===== config.mk =====
export PLATFORM = sky130hd
export DESIGN_NAME = media_clock_interpolator_unit
export DESIGN_NICKNAME = d
export VERILOG_FILES = /design/src/mcl_pkg.sv /design/src/media_clock_interpolator_unit.sv /design/src/mcl_cfg.sv /design/src/mcl_mdu.sv
export SDC_FILE = /design/constraint.sdc
export NUM_CORES = 2
export LEC_CHECK = 0
export ABC_CLOCK_PERIOD_IN_PS = 13200
export CORE_MARGIN = 10
export CORE_UTILIZATION = 39
export DETAILED_ROUTE_END_ITERATION = 6
export DONT_BUFFER_PORTS = 1
export PLACE_DENSITY = 0.54
export REMOVE_ABC_BUFFERS = 1
export SLEW_MARGIN = 10
export SYNTH_ARGS = -nofsm -noshare
export SYNTH_HDL_FRONTEND = slang
export SYNTH_HIERARCHICAL = 1
export SYNTH_SLANG_ARGS = --single-unit

===== constraint.sdc =====
create_clock -name clk -period 13.2 [get_ports clk]
set_input_delay 0.66 -clock clk [delete_from_list [all_inputs] [get_ports clk]]
set_output_delay 0.66 -clock clk [all_outputs]
set_load 0.05 [all_outputs]

===== src/mcl_pkg.sv =====
package mcl_pkg;

  localparam int TICK_W = 63;
  localparam int POS_W = 48;
  localparam int ACC_W = 52;
  localparam int RATE_W = 31;
  localparam int FAC_BITS = 20;
  localparam int CFG_AW = 4;

  localparam logic [31:0] TICK_FREQ_RST = 32'd1000000;
  localparam logic [RATE_W-1:0] ONE_Q16 = 31'd65536;
  localparam logic [31:0] RATE_EPS_LSB = 32'd65;
  localparam logic [40:0] ADV_SCALE = 41'd1000;
  localparam logic [63:0] DECAY_NUM = 64'd65536000;

  localparam logic [1:0] REG_TICK_FREQ = 2'd0;
  localparam logic [1:0] REG_OFFSET = 2'd1;
  localparam logic [1:0] REG_DRIFT = 2'd2;

  typedef enum logic [4:0] {
    S_IDLE, S_DECODE, S_ANCHOR, S_PLAY, S_RATE, S_LAST, S_FINAL, S_DONE,
    P_START, P_ADV_MUL, P_ADV_DIV, P_OFF, P_DEC_MUL, P_DEC_DIV, P_FAC,
    P_FAC_MUL, P_MAG, P_SUM
  } state_t;

  typedef enum logic {
    OP_MUL,
    OP_DIV
  } mdu_op_t;

  typedef struct packed {
    logic start;
    mdu_op_t op;
  } mdu_req_t;

  typedef struct packed {
    logic [31:0] tick_freq;
    logic [31:0] offset_ms;
    logic [15:0] drift_ms;
  } cfg_t;

  // exp(-2^(k-16)) in q32
  function automatic logic [31:0] decay_q32(input logic [4:0] k);
    logic [31:0] t;
    case (k)
      5'd0: t = 32'd4294901760;
      5'd1: t = 32'd4294836226;
      5'd2: t = 32'd4294705160;
      5'd3: t = 32'd4294443040;
      5'd4: t = 32'd4293918848;
      5'd5: t = 32'd4292870656;
      5'd6: t = 32'd4290775039;
      5'd7: t = 32'd4286586875;
      5'd8: t = 32'd4278222805;
      5'd9: t = 32'd4261543595;
      5'd10: t = 32'd4228380000;
      5'd11: t = 32'd4162825044;
      5'd12: t = 32'd4034748382;
      5'd13: t = 32'd3790295335;
      5'd14: t = 32'd3344923893;
      5'd15: t = 32'd2605029347;
      5'd16: t = 32'd1580030169;
      5'd17: t = 32'd581260615;
      5'd18: t = 32'd78665070;
      5'd19: t = 32'd144080;
      default: t = 32'd0;
    endcase
    return t;
  endfunction

  function automatic logic [POS_W-1:0] sat48(input logic signed [ACC_W-1:0] v);
    logic [POS_W-1:0] r;
    if (v > $signed({{(ACC_W-POS_W+1){1'b0}}, {(POS_W-1){1'b1}}})) begin
      r = {1'b0, {(POS_W-1){1'b1}}};
    end else if (v < $signed({{(ACC_W-POS_W+1){1'b1}}, {(POS_W-1){1'b0}}})) begin
      r = {1'b1, {(POS_W-1){1'b0}}};
    end else begin
      r = v[POS_W-1:0];
    end
    return r;
  endfunction

endpackage


===== src/media_clock_interpolator_unit.sv =====
// media clock interpolator
// input stream s_*: one transaction is a snapshot update (s_tuser = 0) or a
// position query (s_tuser = 1); every transaction yields exactly one result
// transaction on m_* carrying the shown position and play state at wall_tick.
// configuration over apb: tick_freq at 0x0, offset_ms at 0x4, drift_correct_ms
// at 0x8; write only while no transaction is in flight.
// one item at a time: s_tready is high only while the sequencer is idle.
// all multiplies and divides run through one shared bit-serial
// multiply/divide unit. a position evaluation uses one multiply and one
// divide when playing with no correction, and up to two divides plus up to
// 23 multiplies with a decaying correction. an item needs one or two
// evaluations plus sequencing states; the next item can be taken in the
// cycle after the result is loaded.
// the result sits in an output register; a stalled m_tready only holds the
// block once the next result is ready to be loaded.
// sync reset restores control, config and media state, not the datapath.
module media_clock_interpolator_unit #(
  parameter int DECAY_TIME_MS = 300
) (
  input  logic         clk,
  input  logic         rst,
  input  logic         s_tvalid,
  output logic         s_tready,
  // wall_tick, snap_position_ms, snap_position_tick, timeline_generation,
  // snap_playing, identity_changed, rate_q16, rate_finite, zero pad
  input  logic [247:0] s_tdata,
  // command
  input  logic [0:0]   s_tuser,
  output logic         m_tvalid,
  input  logic         m_tready,
  // shown_position_ms, is_playing, zero pad
  output logic [55:0]  m_tdata,
  input  logic         psel,
  input  logic         penable,
  input  logic         pwrite,
  input  logic [3:0]   paddr,
  input  logic [31:0]  pwdata,
  output logic [31:0]  prdata,
  output logic         pready
);

  localparam int DK_W = 32 + $clog2(DECAY_TIME_MS + 1);
  localparam int TW = mcl_pkg::TICK_W;
  localparam int PW = mcl_pkg::POS_W;
  localparam int AW = mcl_pkg::ACC_W;
  localparam int RW = mcl_pkg::RATE_W;

  mcl_pkg::cfg_t     cfg;
  mcl_pkg::mdu_req_t req;
  logic [63:0]       mdu_a;
  logic [63:0]       mdu_b;
  logic [63:0]       mdu_d;
  logic              mdu_done;
  logic [127:0]      prod;

  mcl_pkg::state_t state, state_next, ret_state;

  logic          cmd;
  logic [TW-1:0] now;
  logic [PW-1:0] spos;
  logic [TW-1:0] stick;
  logic [31:0]   gen;
  logic          splay;
  logic          ident;
  logic [31:0]   rate_in;
  logic          rfin;

  logic [PW-1:0] anchor_pos;
  logic [TW-1:0] anchor_tick;
  logic [RW-1:0] active_rate;
  logic          playing;
  logic [31:0]   corr;
  logic [TW-1:0] corr_start;
  logic [31:0]   last_gen;
  logic [RW-1:0] last_rate;
  logic          last_splay;
  logic          anchored;
  logic          seen;

  logic [TW-1:0] pos_t;
  logic [AW-1:0] acc;
  logic [32:0]   cval;
  logic [mcl_pkg::FAC_BITS-1:0] u;
  logic [32:0]   fac;
  logic [4:0]    k;
  logic [PW-1:0] pos_res;

  logic          out_valid;
  logic [PW-1:0] out_pos;
  logic          out_play;

  logic [RW-1:0] rate_eff;
  logic          tl_chg;
  logic          play_chg;
  logic          rate_chg;
  logic [31:0]   rd;
  logic [TW-1:0] ptick;
  logic          force_snap;
  logic          need_old;
  logic          call_pos;
  logic [TW-1:0] call_t;
  mcl_pkg::state_t call_ret;
  logic [TW-1:0] dt;
  logic [40:0]   rate_k;
  logic [DK_W-1:0] tf_k;
  logic [31:0]   mag;
  logic [32:0]   rnd;
  logic [49:0]   target;
  logic [50:0]   diff;
  logic [50:0]   absd;
  logic          tf_nz;
  logic          in_acc;

  mcl_cfg u_cfg (
    .clk, .rst, .psel, .penable, .pwrite, .paddr, .pwdata, .prdata, .pready, .cfg
  );

  mcl_mdu u_mdu (
    .clk, .rst, .req, .a(mdu_a), .b(mdu_b), .d(mdu_d), .done(mdu_done), .prod
  );

  assign s_tready = (state == mcl_pkg::S_IDLE);
  assign in_acc = s_tvalid & s_tready;
  assign m_tvalid = out_valid;
  assign m_tdata = {7'd0, out_play, out_pos};
  assign tf_nz = (cfg.tick_freq != 32'd0);

  always_comb begin
    rate_eff = !rfin ? mcl_pkg::ONE_Q16 : (rate_in[31] ? '0 : rate_in[RW-1:0]);
    tl_chg = !seen || (gen != last_gen);
    play_chg = seen && (splay != last_splay);
    rd = {1'b0, rate_eff} - {1'b0, last_rate};
    if (rd[31]) begin
      rd = -rd;
    end
    rate_chg = seen && (rd > mcl_pkg::RATE_EPS_LSB);
    ptick = ((gen != 32'd0) && (stick <= now)) ? stick : now;
    force_snap = ident || play_chg || !splay;
    need_old = anchored && !force_snap;
    dt = (pos_t > anchor_tick) ? pos_t - anchor_tick : '0;
    rate_k = 41'(active_rate) * mcl_pkg::ADV_SCALE;
    tf_k = DK_W'(cfg.tick_freq) * DK_W'(DECAY_TIME_MS);
    mag = corr[31] ? -corr : corr;
    rnd = prod[64:32] + 33'(prod[31]);
    target = 50'($signed(spos)) + 50'($signed(cfg.offset_ms));
    diff = 51'($signed(target)) - 51'($signed(pos_res));
    absd = diff[50] ? -diff : diff;
  end

  always_comb begin
    state_next = state;
    req = '{start: 1'b0, op: mcl_pkg::OP_MUL};
    mdu_a = '0;
    mdu_b = '0;
    mdu_d = '0;
    call_pos = 1'b0;
    call_t = now;
    call_ret = mcl_pkg::S_DONE;
    case (state)
      mcl_pkg::S_IDLE: begin
        if (in_acc) begin
          state_next = mcl_pkg::S_DECODE;
        end
      end
      mcl_pkg::S_DECODE: begin
        if (cmd) begin
          state_next = mcl_pkg::S_FINAL;
        end else if (ident || tl_chg) begin
          if (need_old) begin
            call_pos = 1'b1;
            call_t = ptick;
            call_ret = mcl_pkg::S_ANCHOR;
            state_next = mcl_pkg::P_START;
          end else begin
            state_next = mcl_pkg::S_ANCHOR;
          end
        end else if (play_chg) begin
          if (splay != playing) begin
            call_pos = 1'b1;
            call_ret = mcl_pkg::S_PLAY;
            state_next = mcl_pkg::P_START;
          end else begin
            state_next = mcl_pkg::S_PLAY;
          end
        end else if (rate_chg) begin
          call_pos = 1'b1;
          call_ret = mcl_pkg::S_RATE;
          state_next = mcl_pkg::P_START;
        end else begin
          state_next = mcl_pkg::S_LAST;
        end
      end
      mcl_pkg::S_ANCHOR, mcl_pkg::S_PLAY, mcl_pkg::S_RATE: begin
        state_next = mcl_pkg::S_LAST;
      end
      mcl_pkg::S_LAST: begin
        state_next = mcl_pkg::S_FINAL;
      end
      mcl_pkg::S_FINAL: begin
        call_pos = 1'b1;
        call_ret = mcl_pkg::S_DONE;
        state_next = mcl_pkg::P_START;
      end
      mcl_pkg::S_DONE: begin
        if (!out_valid || m_tready) begin
          state_next = mcl_pkg::S_IDLE;
        end
      end
      mcl_pkg::P_START: begin
        if (playing && tf_nz) begin
          req = '{start: 1'b1, op: mcl_pkg::OP_MUL};
          mdu_a = 64'(dt);
          mdu_b = 64'(rate_k);
          state_next = mcl_pkg::P_ADV_MUL;
        end else begin
          state_next = mcl_pkg::P_OFF;
        end
      end
      mcl_pkg::P_ADV_MUL: begin
        if (mdu_done) begin
          req = '{start: 1'b1, op: mcl_pkg::OP_DIV};
          mdu_d = {16'd0, cfg.tick_freq, 16'd0};
          state_next = mcl_pkg::P_ADV_DIV;
        end
      end
      mcl_pkg::P_ADV_DIV: begin
        if (mdu_done) begin
          state_next = mcl_pkg::P_OFF;
        end
      end
      mcl_pkg::P_OFF: begin
        if ((corr != 32'd0) && tf_nz && (pos_t > corr_start)) begin
          req = '{start: 1'b1, op: mcl_pkg::OP_MUL};
          mdu_a = 64'(pos_t - corr_start);
          mdu_b = mcl_pkg::DECAY_NUM;
          state_next = mcl_pkg::P_DEC_MUL;
        end else begin
          state_next = mcl_pkg::P_SUM;
        end
      end
      mcl_pkg::P_DEC_MUL: begin
        if (mdu_done) begin
          req = '{start: 1'b1, op: mcl_pkg::OP_DIV};
          mdu_d = 64'(tf_k);
          state_next = mcl_pkg::P_DEC_DIV;
        end
      end
      mcl_pkg::P_DEC_DIV: begin
        if (mdu_done) begin
          state_next = (prod[63:mcl_pkg::FAC_BITS] != '0) ? mcl_pkg::P_SUM : mcl_pkg::P_FAC;
        end
      end
      mcl_pkg::P_FAC: begin
        if (k == 5'(mcl_pkg::FAC_BITS)) begin
          req = '{start: 1'b1, op: mcl_pkg::OP_MUL};
          mdu_a = 64'(mag);
          mdu_b = 64'(fac);
          state_next = mcl_pkg::P_MAG;
        end else if (u[k]) begin
          req = '{start: 1'b1, op: mcl_pkg::OP_MUL};
          mdu_a = 64'(fac);
          mdu_b = 64'(mcl_pkg::decay_q32(k));
          state_next = mcl_pkg::P_FAC_MUL;
        end
      end
      mcl_pkg::P_FAC_MUL: begin
        if (mdu_done) begin
          state_next = mcl_pkg::P_FAC;
        end
      end
      mcl_pkg::P_MAG: begin
        if (mdu_done) begin
          state_next = mcl_pkg::P_SUM;
        end
      end
      mcl_pkg::P_SUM: begin
        state_next = ret_state;
      end
      default: state_next = mcl_pkg::S_IDLE;
    endcase
  end

  always_ff @(posedge clk) begin
    if (rst) begin
      state <= mcl_pkg::S_IDLE;
    end else begin
      state <= state_next;
    end
  end

  always_ff @(posedge clk) begin
    if (in_acc) begin
      cmd <= s_tuser[0];
      now <= s_tdata[62:0];
      spos <= s_tdata[110:63];
      stick <= s_tdata[173:111];
      gen <= s_tdata[205:174];
      splay <= s_tdata[206];
      ident <= s_tdata[207];
      rate_in <= s_tdata[239:208];
      rfin <= s_tdata[240];
    end
    if (call_pos) begin
      pos_t <= call_t;
      ret_state <= call_ret;
    end
    case (state)
      mcl_pkg::P_START: acc <= AW'($signed(anchor_pos));
      mcl_pkg::P_ADV_DIV: begin
        if (mdu_done) begin
          acc <= acc + ((prod[63:0] > 64'h1_0000_0000_0000) ?
                        AW'(65'h1_0000_0000_0000) : AW'(prod[48:0]));
        end
      end
      mcl_pkg::P_OFF: begin
        acc <= acc + AW'($signed(cfg.offset_ms));
        cval <= 33'($signed(corr));
      end
      mcl_pkg::P_DEC_DIV: begin
        if (mdu_done) begin
          cval <= '0;
          u <= prod[mcl_pkg::FAC_BITS-1:0];
          fac <= 33'h1_0000_0000;
          k <= '0;
        end
      end
      mcl_pkg::P_FAC: begin
        if ((k != 5'(mcl_pkg::FAC_BITS)) && !u[k]) begin
          k <= k + 5'd1;
        end
      end
      mcl_pkg::P_FAC_MUL: begin
        if (mdu_done) begin
          fac <= prod[64:32];
          k <= k + 5'd1;
        end
      end
      mcl_pkg::P_MAG: begin
        if (mdu_done) begin
          cval <= corr[31] ? -rnd : rnd;
        end
      end
      mcl_pkg::P_SUM: pos_res <= mcl_pkg::sat48(acc + AW'($signed(cval)));
      default: ;
    endcase
  end

  always_ff @(posedge clk) begin
    if (rst) begin
      anchor_pos <= '0;
      anchor_tick <= '0;
      active_rate <= mcl_pkg::ONE_Q16;
      playing <= 1'b0;
      corr <= '0;
      corr_start <= '0;
      last_gen <= '0;
      last_rate <= mcl_pkg::ONE_Q16;
      last_splay <= 1'b0;
      anchored <= 1'b0;
      seen <= 1'b0;
      out_valid <= 1'b0;
    end else begin
      if (m_tvalid && m_tready && (state != mcl_pkg::S_DONE)) begin
        out_valid <= 1'b0;
      end
      case (state)
        mcl_pkg::S_ANCHOR: begin
          anchor_pos <= spos;
          active_rate <= rate_eff;
          anchored <= 1'b1;
          if ((splay != playing) && !splay) begin
            anchor_tick <= now;
            corr_start <= now;
            corr <= '0;
          end else begin
            anchor_tick <= ptick;
            corr_start <= ptick;
            corr <= (need_old && (absd <= 51'(cfg.drift_ms))) ? 32'(-diff) : '0;
          end
          if (splay != playing) begin
            playing <= splay;
          end
        end
        mcl_pkg::S_PLAY: begin
          if (splay != playing) begin
            anchor_pos <= mcl_pkg::sat48(AW'($signed(pos_res)) - AW'($signed(cfg.offset_ms)));
            anchor_tick <= now;
            corr <= '0;
            corr_start <= now;
            playing <= splay;
          end
          active_rate <= rate_eff;
        end
        mcl_pkg::S_RATE: begin
          anchor_pos <= mcl_pkg::sat48(AW'($signed(pos_res)) - AW'($signed(cfg.offset_ms)));
          anchor_tick <= now;
          active_rate <= rate_eff;
          corr <= '0;
          corr_start <= now;
          anchored <= 1'b1;
        end
        mcl_pkg::S_LAST: begin
          last_gen <= gen;
          last_rate <= rate_eff;
          last_splay <= splay;
          seen <= 1'b1;
        end
        mcl_pkg::S_DONE: begin
          if (!out_valid || m_tready) begin
            out_valid <= 1'b1;
            out_pos <= pos_res;
            out_play <= playing;
          end
        end
        default: ;
      endcase
    end
  end

endmodule


===== src/mcl_cfg.sv =====
module mcl_cfg (
  input  logic                      clk,
  input  logic                      rst,
  input  logic                      psel,
  input  logic                      penable,
  input  logic                      pwrite,
  input  logic [mcl_pkg::CFG_AW-1:0] paddr,
  input  logic [31:0]               pwdata,
  output logic [31:0]               prdata,
  output logic                      pready,
  output mcl_pkg::cfg_t             cfg
);

  logic [1:0] idx;
  logic       wr;

  assign idx = paddr[3:2];
  assign wr = psel & penable & pwrite;
  assign pready = 1'b1;

  always_ff @(posedge clk) begin
    if (rst) begin
      cfg.tick_freq <= mcl_pkg::TICK_FREQ_RST;
      cfg.offset_ms <= 32'd0;
      cfg.drift_ms <= 16'd0;
    end else if (wr) begin
      case (idx)
        mcl_pkg::REG_TICK_FREQ: cfg.tick_freq <= pwdata;
        mcl_pkg::REG_OFFSET: cfg.offset_ms <= pwdata;
        mcl_pkg::REG_DRIFT: cfg.drift_ms <= pwdata[15:0];
        default: ;
      endcase
    end
  end

  always_comb begin
    case (idx)
      mcl_pkg::REG_TICK_FREQ: prdata = cfg.tick_freq;
      mcl_pkg::REG_OFFSET: prdata = cfg.offset_ms;
      mcl_pkg::REG_DRIFT: prdata = {16'd0, cfg.drift_ms};
      default: prdata = 32'd0;
    endcase
  end

endmodule


===== src/mcl_mdu.sv =====
module mcl_mdu (
  input  logic               clk,
  input  logic               rst,
  input  mcl_pkg::mdu_req_t  req,
  input  logic [63:0]        a,
  input  logic [63:0]        b,
  input  logic [63:0]        d,
  output logic               done,
  output logic [127:0]       prod
);

  logic [127:0] p;
  logic [63:0]  mcand;
  logic [63:0]  dsr;
  logic [5:0]   cnt;
  logic         run;
  mcl_pkg::mdu_op_t op;
  logic [64:0]  sum;
  logic [63:0]  rem2;
  logic         take;

  assign prod = p;

  // shift-add multiply, restoring divide, one bit per cycle
  always_comb begin
    sum = {1'b0, p[127:64]} + (p[0] ? {1'b0, mcand} : 65'd0);
    rem2 = p[126:63];
    take = p[127] | (rem2 >= dsr);
  end

  always_ff @(posedge clk) begin
    if (rst) begin
      run <= 1'b0;
      done <= 1'b0;
    end else begin
      done <= (req.start && (req.op == mcl_pkg::OP_DIV) && (p[127:64] >= d)) ||
              (!req.start && run && (cnt == 6'd63));
      if (req.start) begin
        op <= req.op;
        cnt <= 6'd0;
        case (req.op)
          mcl_pkg::OP_MUL: begin
            p <= {64'd0, b};
            mcand <= a;
            run <= 1'b1;
          end
          mcl_pkg::OP_DIV: begin
            dsr <= d;
            if (p[127:64] >= d) begin
              p[63:0] <= '1;
            end else begin
              run <= 1'b1;
            end
          end
          default: ;
        endcase
      end else if (run) begin
        if (op == mcl_pkg::OP_MUL) begin
          p <= {sum, p[63:1]};
        end else if (take) begin
          p <= {rem2 - dsr, p[62:0], 1'b1};
        end else begin
          p <= {rem2, p[62:0], 1'b0};
        end
        cnt <= cnt + 6'd1;
        if (cnt == 6'd63) begin
          run <= 1'b0;
        end
      end
    end
  end

endmodule


=== Yosys cells after proc, flatten, opt, wreduce, memory -nomap -nowiden ===
Memory sizes are Yosys's and may differ from the RTL's. A register that Yosys moved wholly into a read port is not among the register bits.
Cells that the tools add are included.
Widths: inputs -> output; s select.

* Input port bits: 292
* Output and inout bits: 91
* Memory bits (writable): 0
* Bits in registers: 1,142
* Latch bits: 0
* Logic and storage cells: 294
* ROM bits: 1,024
* Memories: 1

* Multipliers: 2
* Bitwise operators: 7
* Shift-type cells: 0
* Eq/ne operators: 40
* Div/mod/pow operators: 0
* Multiplexer cells: 109
* Add/sub/neg operators: 18
* Reduce and logical (&&, ||, !) cells: 63
* $lt $le $gt $ge: 12

{| class="wikitable"
|+ Memory list
! memory !! depth !! bits a word !! rd ports !! clocked after memory_dff !! write ports !! line !! source
|-
| (name not given) || 32 || 32 || 1 || 1 || 0 || mcl_pkg.sv:45 || <nowiki>case (k)</nowiki>
|}

{| class="wikitable"
|+ Operators with widths
! kind !! count
|-
| $mux 63 || 9
|-
| $mux 128 || 4
|-
| $mux 33 || 8
|-
| $mux 64 || 4
|-
| $mux 48 || 5
|-
| $mux 32 || 6
|-
| $pmux 32 s3 || 2
|-
| $pmux 64 s3 || 1
|-
| $pmux 63 s3 || 1
|-
| $pmux 52 s3 || 1
|-
| $pmux 48 s3 || 1
|-
| $pmux 64 s2 || 1
|-
| $pmux 41 s3 || 1
|-
| $mux 5 || 21
|-
| $add 52x52->52 || 2
|-
| $pmux 33 s3 || 1
|-
| $pmux 48 s2 || 1
|-
| $reduce_bool 32->1 || 3
|-
| $mux 41 || 2
|-
| $pmux 5 s16 || 1
|-
| $pmux 33 s2 || 1
|-
| $add 64x65->65 || 1
|-
| $ge 64x48->1 || 1
|-
| $ge 64x64->1 || 1
|-
| other kinds (72) || 172
|}

=== Longest topological paths before layout ===
* Word-level depth: 12
* Gate-level depth with buffers: 34
* Gate-level depth less buffers: 33

=== Cells and area by module ===
The synthesis kept the hierarchy.

{| class="wikitable"
|+ Modules (own cells, without submodules)
! module !! seq. area each (um^2) !! area an instance (um^2) !! instances !! cells an instance
|-
| media_clock_interpolator_unit || 22,041.1 || 67,458.4 || 1 || 7,531
|-
| mcl_mdu || 7,937.6 || 21,081.5 || 1 || 2,215
|-
| mcl_cfg || 1,601.5 || 3,882.5 || 1 || 399
|}

=== Least setup slack after synthesis ===
OpenSTA, ideal clock, no wires.

* Path kind: register to register
* From: register state[0]
* To: register acc[0] (enable)
* Library setup time: 0.741 ns
* Stages on the path, launching flop included: 6
* Path buffers: 3
* Clock period less this slack: 10.083 ns
* Data required time: 12.459 ns
* Path slack: 3.117 ns
* Arrival time: 9.342 ns
* Cells stage by stage: dfxtp_1 clkbuf_1 clkbuf_1 clkbuf_1 nor3_1 a2111oi_0

* Cells in the longest elaborated chain, start to end: 3
* Elaborated cells on any way between the ends: 6
* Those cells by class: eq/ne: 4; reduce/logical: 2

{| class="wikitable"
|+ Ends and longest elaborated chain
! item !! line !! source
|-
| from (decl) || media_clock_interpolator_unit.sv:56 || <nowiki>mcl_pkg::state_t state, state_next, ret_state;</nowiki>
|-
| from (signal assigned) || media_clock_interpolator_unit.sv:285 || <nowiki>state <= mcl_pkg::S_IDLE;</nowiki>
|-
| from (signal assigned) || media_clock_interpolator_unit.sv:287 || <nowiki>state <= state_next;</nowiki>
|-
| $eq 5x4->1 || media_clock_interpolator_unit.sv:307 || <nowiki>case (state)</nowiki>
|-
| $ne 2x1->1 (no line) / $reduce_bool 3->1 (equally long branches) || - ||
|-
| $reduce_and 2->1 (no line) (*) || - ||
|-
| to (signal assigned) || media_clock_interpolator_unit.sv:308 || <nowiki>mcl_pkg::P_START: acc <= AW'($signed(anchor_pos));</nowiki>
|-
| to (signal assigned) || media_clock_interpolator_unit.sv:311 || <nowiki>acc <= acc + ((prod[63:0] > 64'h1_0000_0000_0000) ?</nowiki>
|-
| to (signal assigned) || media_clock_interpolator_unit.sv:316 || <nowiki>acc <= acc + AW'($signed(cfg.offset_ms));</nowiki>
|-
| to (decl) || media_clock_interpolator_unit.sv:81 || <nowiki>logic [AW-1:0] acc;</nowiki>
|}

Every way passes the cells marked *; elsewhere a longest branch is shown, timed or not.
A chain may end at the register's enable or synchronous reset.

=== Worst setup path in the final report ===
* From: register u_cfg/cfg[54] (netlist name)
* To: register u_mdu.p[48], in the netlist u_mdu/prod[48] (enable)

* Elaborated cells on any way between the ends: 15
* Those cells by class: mul: 1; order compare: 1; eq/ne: 1; mux: 6; reduce/logical: 6

{| class="wikitable"
|+ RTL lines
! item !! line !! source
|-
| $mul 32x7->39 || media_clock_interpolator_unit.sv:142 || <nowiki>tf_k = DK_W'(cfg.tick_freq) * DK_W'(DECAY_TIME_MS);</nowiki>
|-
| $mux 41 || media_clock_interpolator_unit.sv:242 || <nowiki>if (mdu_done) begin</nowiki>
|-
| $pmux 48 s2 || media_clock_interpolator_unit.sv:159 || <nowiki>case (state)</nowiki>
|-
| net mdu_d[29] || media_clock_interpolator_unit.sv:52 || <nowiki>logic [63:0] mdu_d;</nowiki>
|-
| $ge 64x48->1 || mcl_mdu.sv:49 || <nowiki>if (p[127:64] >= d) begin</nowiki>
|-
| $ne 3x3->1 (no line) || - ||
|-
| $reduce_and 3->1 (no line) || - ||
|-
| to (signal assigned) || mcl_mdu.sv:59 || <nowiki>p <= {sum, p[63:1]};</nowiki>
|-
| to (signal assigned) || mcl_mdu.sv:61 || <nowiki>p <= {rem2 - dsr, p[62:0], 1'b1};</nowiki>
|-
| to (signal assigned) || mcl_mdu.sv:63 || <nowiki>p <= {rem2, p[62:0], 1'b0};</nowiki>
|-
| to (decl) || mcl_mdu.sv:12 || <nowiki>logic [127:0] p;</nowiki>
|}

The timed path passes the listed nets, and every way through them passes these cells.

==> results.yml <==
floorplanning:
  ios: 383
  core_mm2: 0.236
  row_count: 178
  initial_utilization_pct: 39.2
  die_w_um: 507
  die-area_mm2: 0.257
  dieHeight_um: 507
placed_design:
  place_hpwl_um: 258000
  gp_congestion: 0.992
  port_buffers: 0
  dp_cells: 13000
critical_path:
  worstSetupPathType: "reg2reg"
  path_max_fanout: 64
  end_kind: "flip-flop"
  startpoint_type: "flip-flop"
  slowest_stage: "buf_4"
  arrival_ps: 9590
  r2r_cells: 31
  worstPathRequired_ps: 13660
  slowest_delay_ps: 740
yosys:
  synthCells: 10100
  synth-seq-cells: 1172
  netlist.area_leader.share_pct: 26.4
  yosysUniqueCellTypes: 123
  yosysSeqAreaShare_pct: 34.2
  yosys_warnings: 6
  synthFlopType: "edfxtp_1"
  syn_area_mm2: 0.0924
  yosysTopAreaCell: "edfxtp_1"
  synth_area_leaders: "edfxtp_1, ha_1, dfxtp_1, fa_1, a21oi_1"
  synth_enable_flop_cells: 811
  async_flop_share_pct: 0
  avgSynthCellArea_um2: 9.11
timing:
  fin_skew_ps: 61.6
  fmax_ghz: 0.109
  final.min_clock_period_ps: 9140
  tns_ps: 0
  fin_crit_sh_pct: 69.2
  relSlewSlack_pct: -26.4
  worstMarginPinSlew_ps: 1900
  grt_setup_unrepaired: "no"
  timing.hold.ws_ps: 38.9
  hold_viol: 0
  drv_slew: 163
  setup_viol: 0
detailed_routing:
  postRouteAntennaNets: 0
  drc: 1
  vias: 77800
  wl_um: 329000
  vias_per_cell: 5.73
  wl_per_cell_um: 24.2
  dr.first_iter.drc_count: 7224
  firstDrtPassIters: 7
clock_tree:
  cts.sink_count: 1172
  holdBufCountCts: 253
  clockBufferDepth: 3
  ctsResizeCount: 0
  htreeDepth: 4
  root_buffer: "clkbuf_16"
  cts_tree: "built"
  clk_latency_ps: 840
  cts_setup_buffers: 0
  cts-buffers-inserted: 145
  clk_pin_slew_worst_paths_ps: 70
cells_and_area:
  layout-drive-gt1-share_pct: 6.22
  final_common_cell: "nand2_1"
  nNetsFinal: 11600
  fillers: 23100
  layout_common_cells: "nand2_1, inv_1, edfxtp_1"
  multi_input_area_mm2: 0.0563
  final_cells: 13600
  regArea_mm2: 0.0316
  syn_to_final_growth_pct: 12.1
hold_path:
  whs_path_depth: 2
  hold_class: "in2reg"
global_route:
  grt_max_degree: 343
  grt_pass1_wl_um: 488000
  first_global_vias: 75500
  grt_util_all_layers_pct: 24.6
  antenna_found_initial: 31
  grt_overflow: 0
run_status:
  outcome: "finished with violations"
  violations: "design-rule violations, max-capacitance violations, max-slew violations"
power:
  ir_drop_v: 0.000260
  power_leakage_nw: 42.0
  powerDensity_mw_per_mm2: 150
  power.total_mw: 15.5
run:
  max_cap_violations: 2
## metrics by stage
step | cell area (µm²) | setup slack [ps] | util [%]
floorplan | 90800 | 1760 | -
global placement | 95900 | 4140 | 40.7
detailed placement | 95900 | 4080 | 40.7
CTS | 104000 | 4010 | 43.9
global route | 104000 | 3470 | 44.0
finish | 104000 | 4060 | 44.0
## worst max-delay path: cells and delay by family, from the launching register on
kind                       cells  cell delay [ps]
and+or+nand+nor                6             1180
xor gates and xnor gates       1              110
buffers and inverters          5             1020
adders and majority gates      6             2240
AOI/OAI and AO/OA             13             3400
DFF                            1              700
## flip-flops by register name (all words and copies together) (netlist names), 32 cells and up, named ones only
signal       cells
pos_t           63
now             63
spos            48
cval            33
corr            32
rate_in         32
last_gen        32
u_mdu/mcand     64
u_cfg/cfg       80
acc             52
anchor_pos      48
stick           63
u_mdu/dsr       64
corr_start      63
gen             32
out_pos         48
u_mdu/prod     128
fac             33
pos_res         48
## power by group
group	leakage [nW]	internal, mW	switching (mW)
clock	2.43	2.50	1.80
sequential	10.5	4.48	0.381
combinational	29.1	2.32	4.03
total	42.0	9.31	6.21
## layout make-up
cell class	instances	share of cell area (%)
inverters	827	3.00
flip-flops and latches	1172	30.5
diodes	20	0.0483
repair buffers	375	3.36
multi-input cells	7745	54.4
well taps	3150	3.80
clock inverters	79	1.11
clock buffers	190	3.84
## routing by layer
layer	share of wire, %	global-route usage [%]	vias to the layer above
met2	43	37.5	2679
met3	7.7	5.00	528
met5	0.15	0.537	-
met1	45	34.6	37600
met4	3.8	8.21	10
li1	-	-	36900
## logic make-up (layout without fill, tap and decap cells)
group                      Yosys count  in the layout  share of synthesized area, %
AOI/OAI and AO/OA                 2787           2787                          19.6
xor gates and xnor gates           567            567                          5.37
adders and majority gates         1012           1012                          15.5
buffers and inverters             1293           1471                          5.41
DFF                               1172           1172                          34.2
muxes                              371            371                          4.28
other                                2             87                       0.00813
and+or+nand+nor                   2941           2941                          15.7
## cell usage after synthesis, types with 58 or more instances
cell type    n
a211oi_1   160
a21o_1     352
a21oi_1    797
a31oi_1     61
and2_1     164
and3_1     113
clkbuf_1   384
dfxtp_1    361
edfxtp_1   811
fa_1       224
ha_1       778
inv_1      825
mux2_2     145
mux2i_1    221
nand2_1    830
nand2b_1   210
nand3_1    157
nand4_1    150
nor2_1     700
nor2b_1     87
nor3_1     196
nor4_1      98
o211ai_1    78
o21a_1      88
o21ai_0    569
o21bai_1    89
o22a_1      67
o22ai_1     58
xnor2_1    297
xor2_1     270
## path summary, 6_finish.rpt
path,slack [ps],endpoint,startpoint
max,4060,u_mdu/prod[48],u_cfg/cfg[54]
max reg2reg,4060,u_mdu/prod[48],u_cfg/cfg[54]
min reg2reg,450,last_rate[30],last_rate[30]
min,40,u_cfg/cfg[67],pwdata[19]
Note: power is estimated with default switching activity, not from simulation.
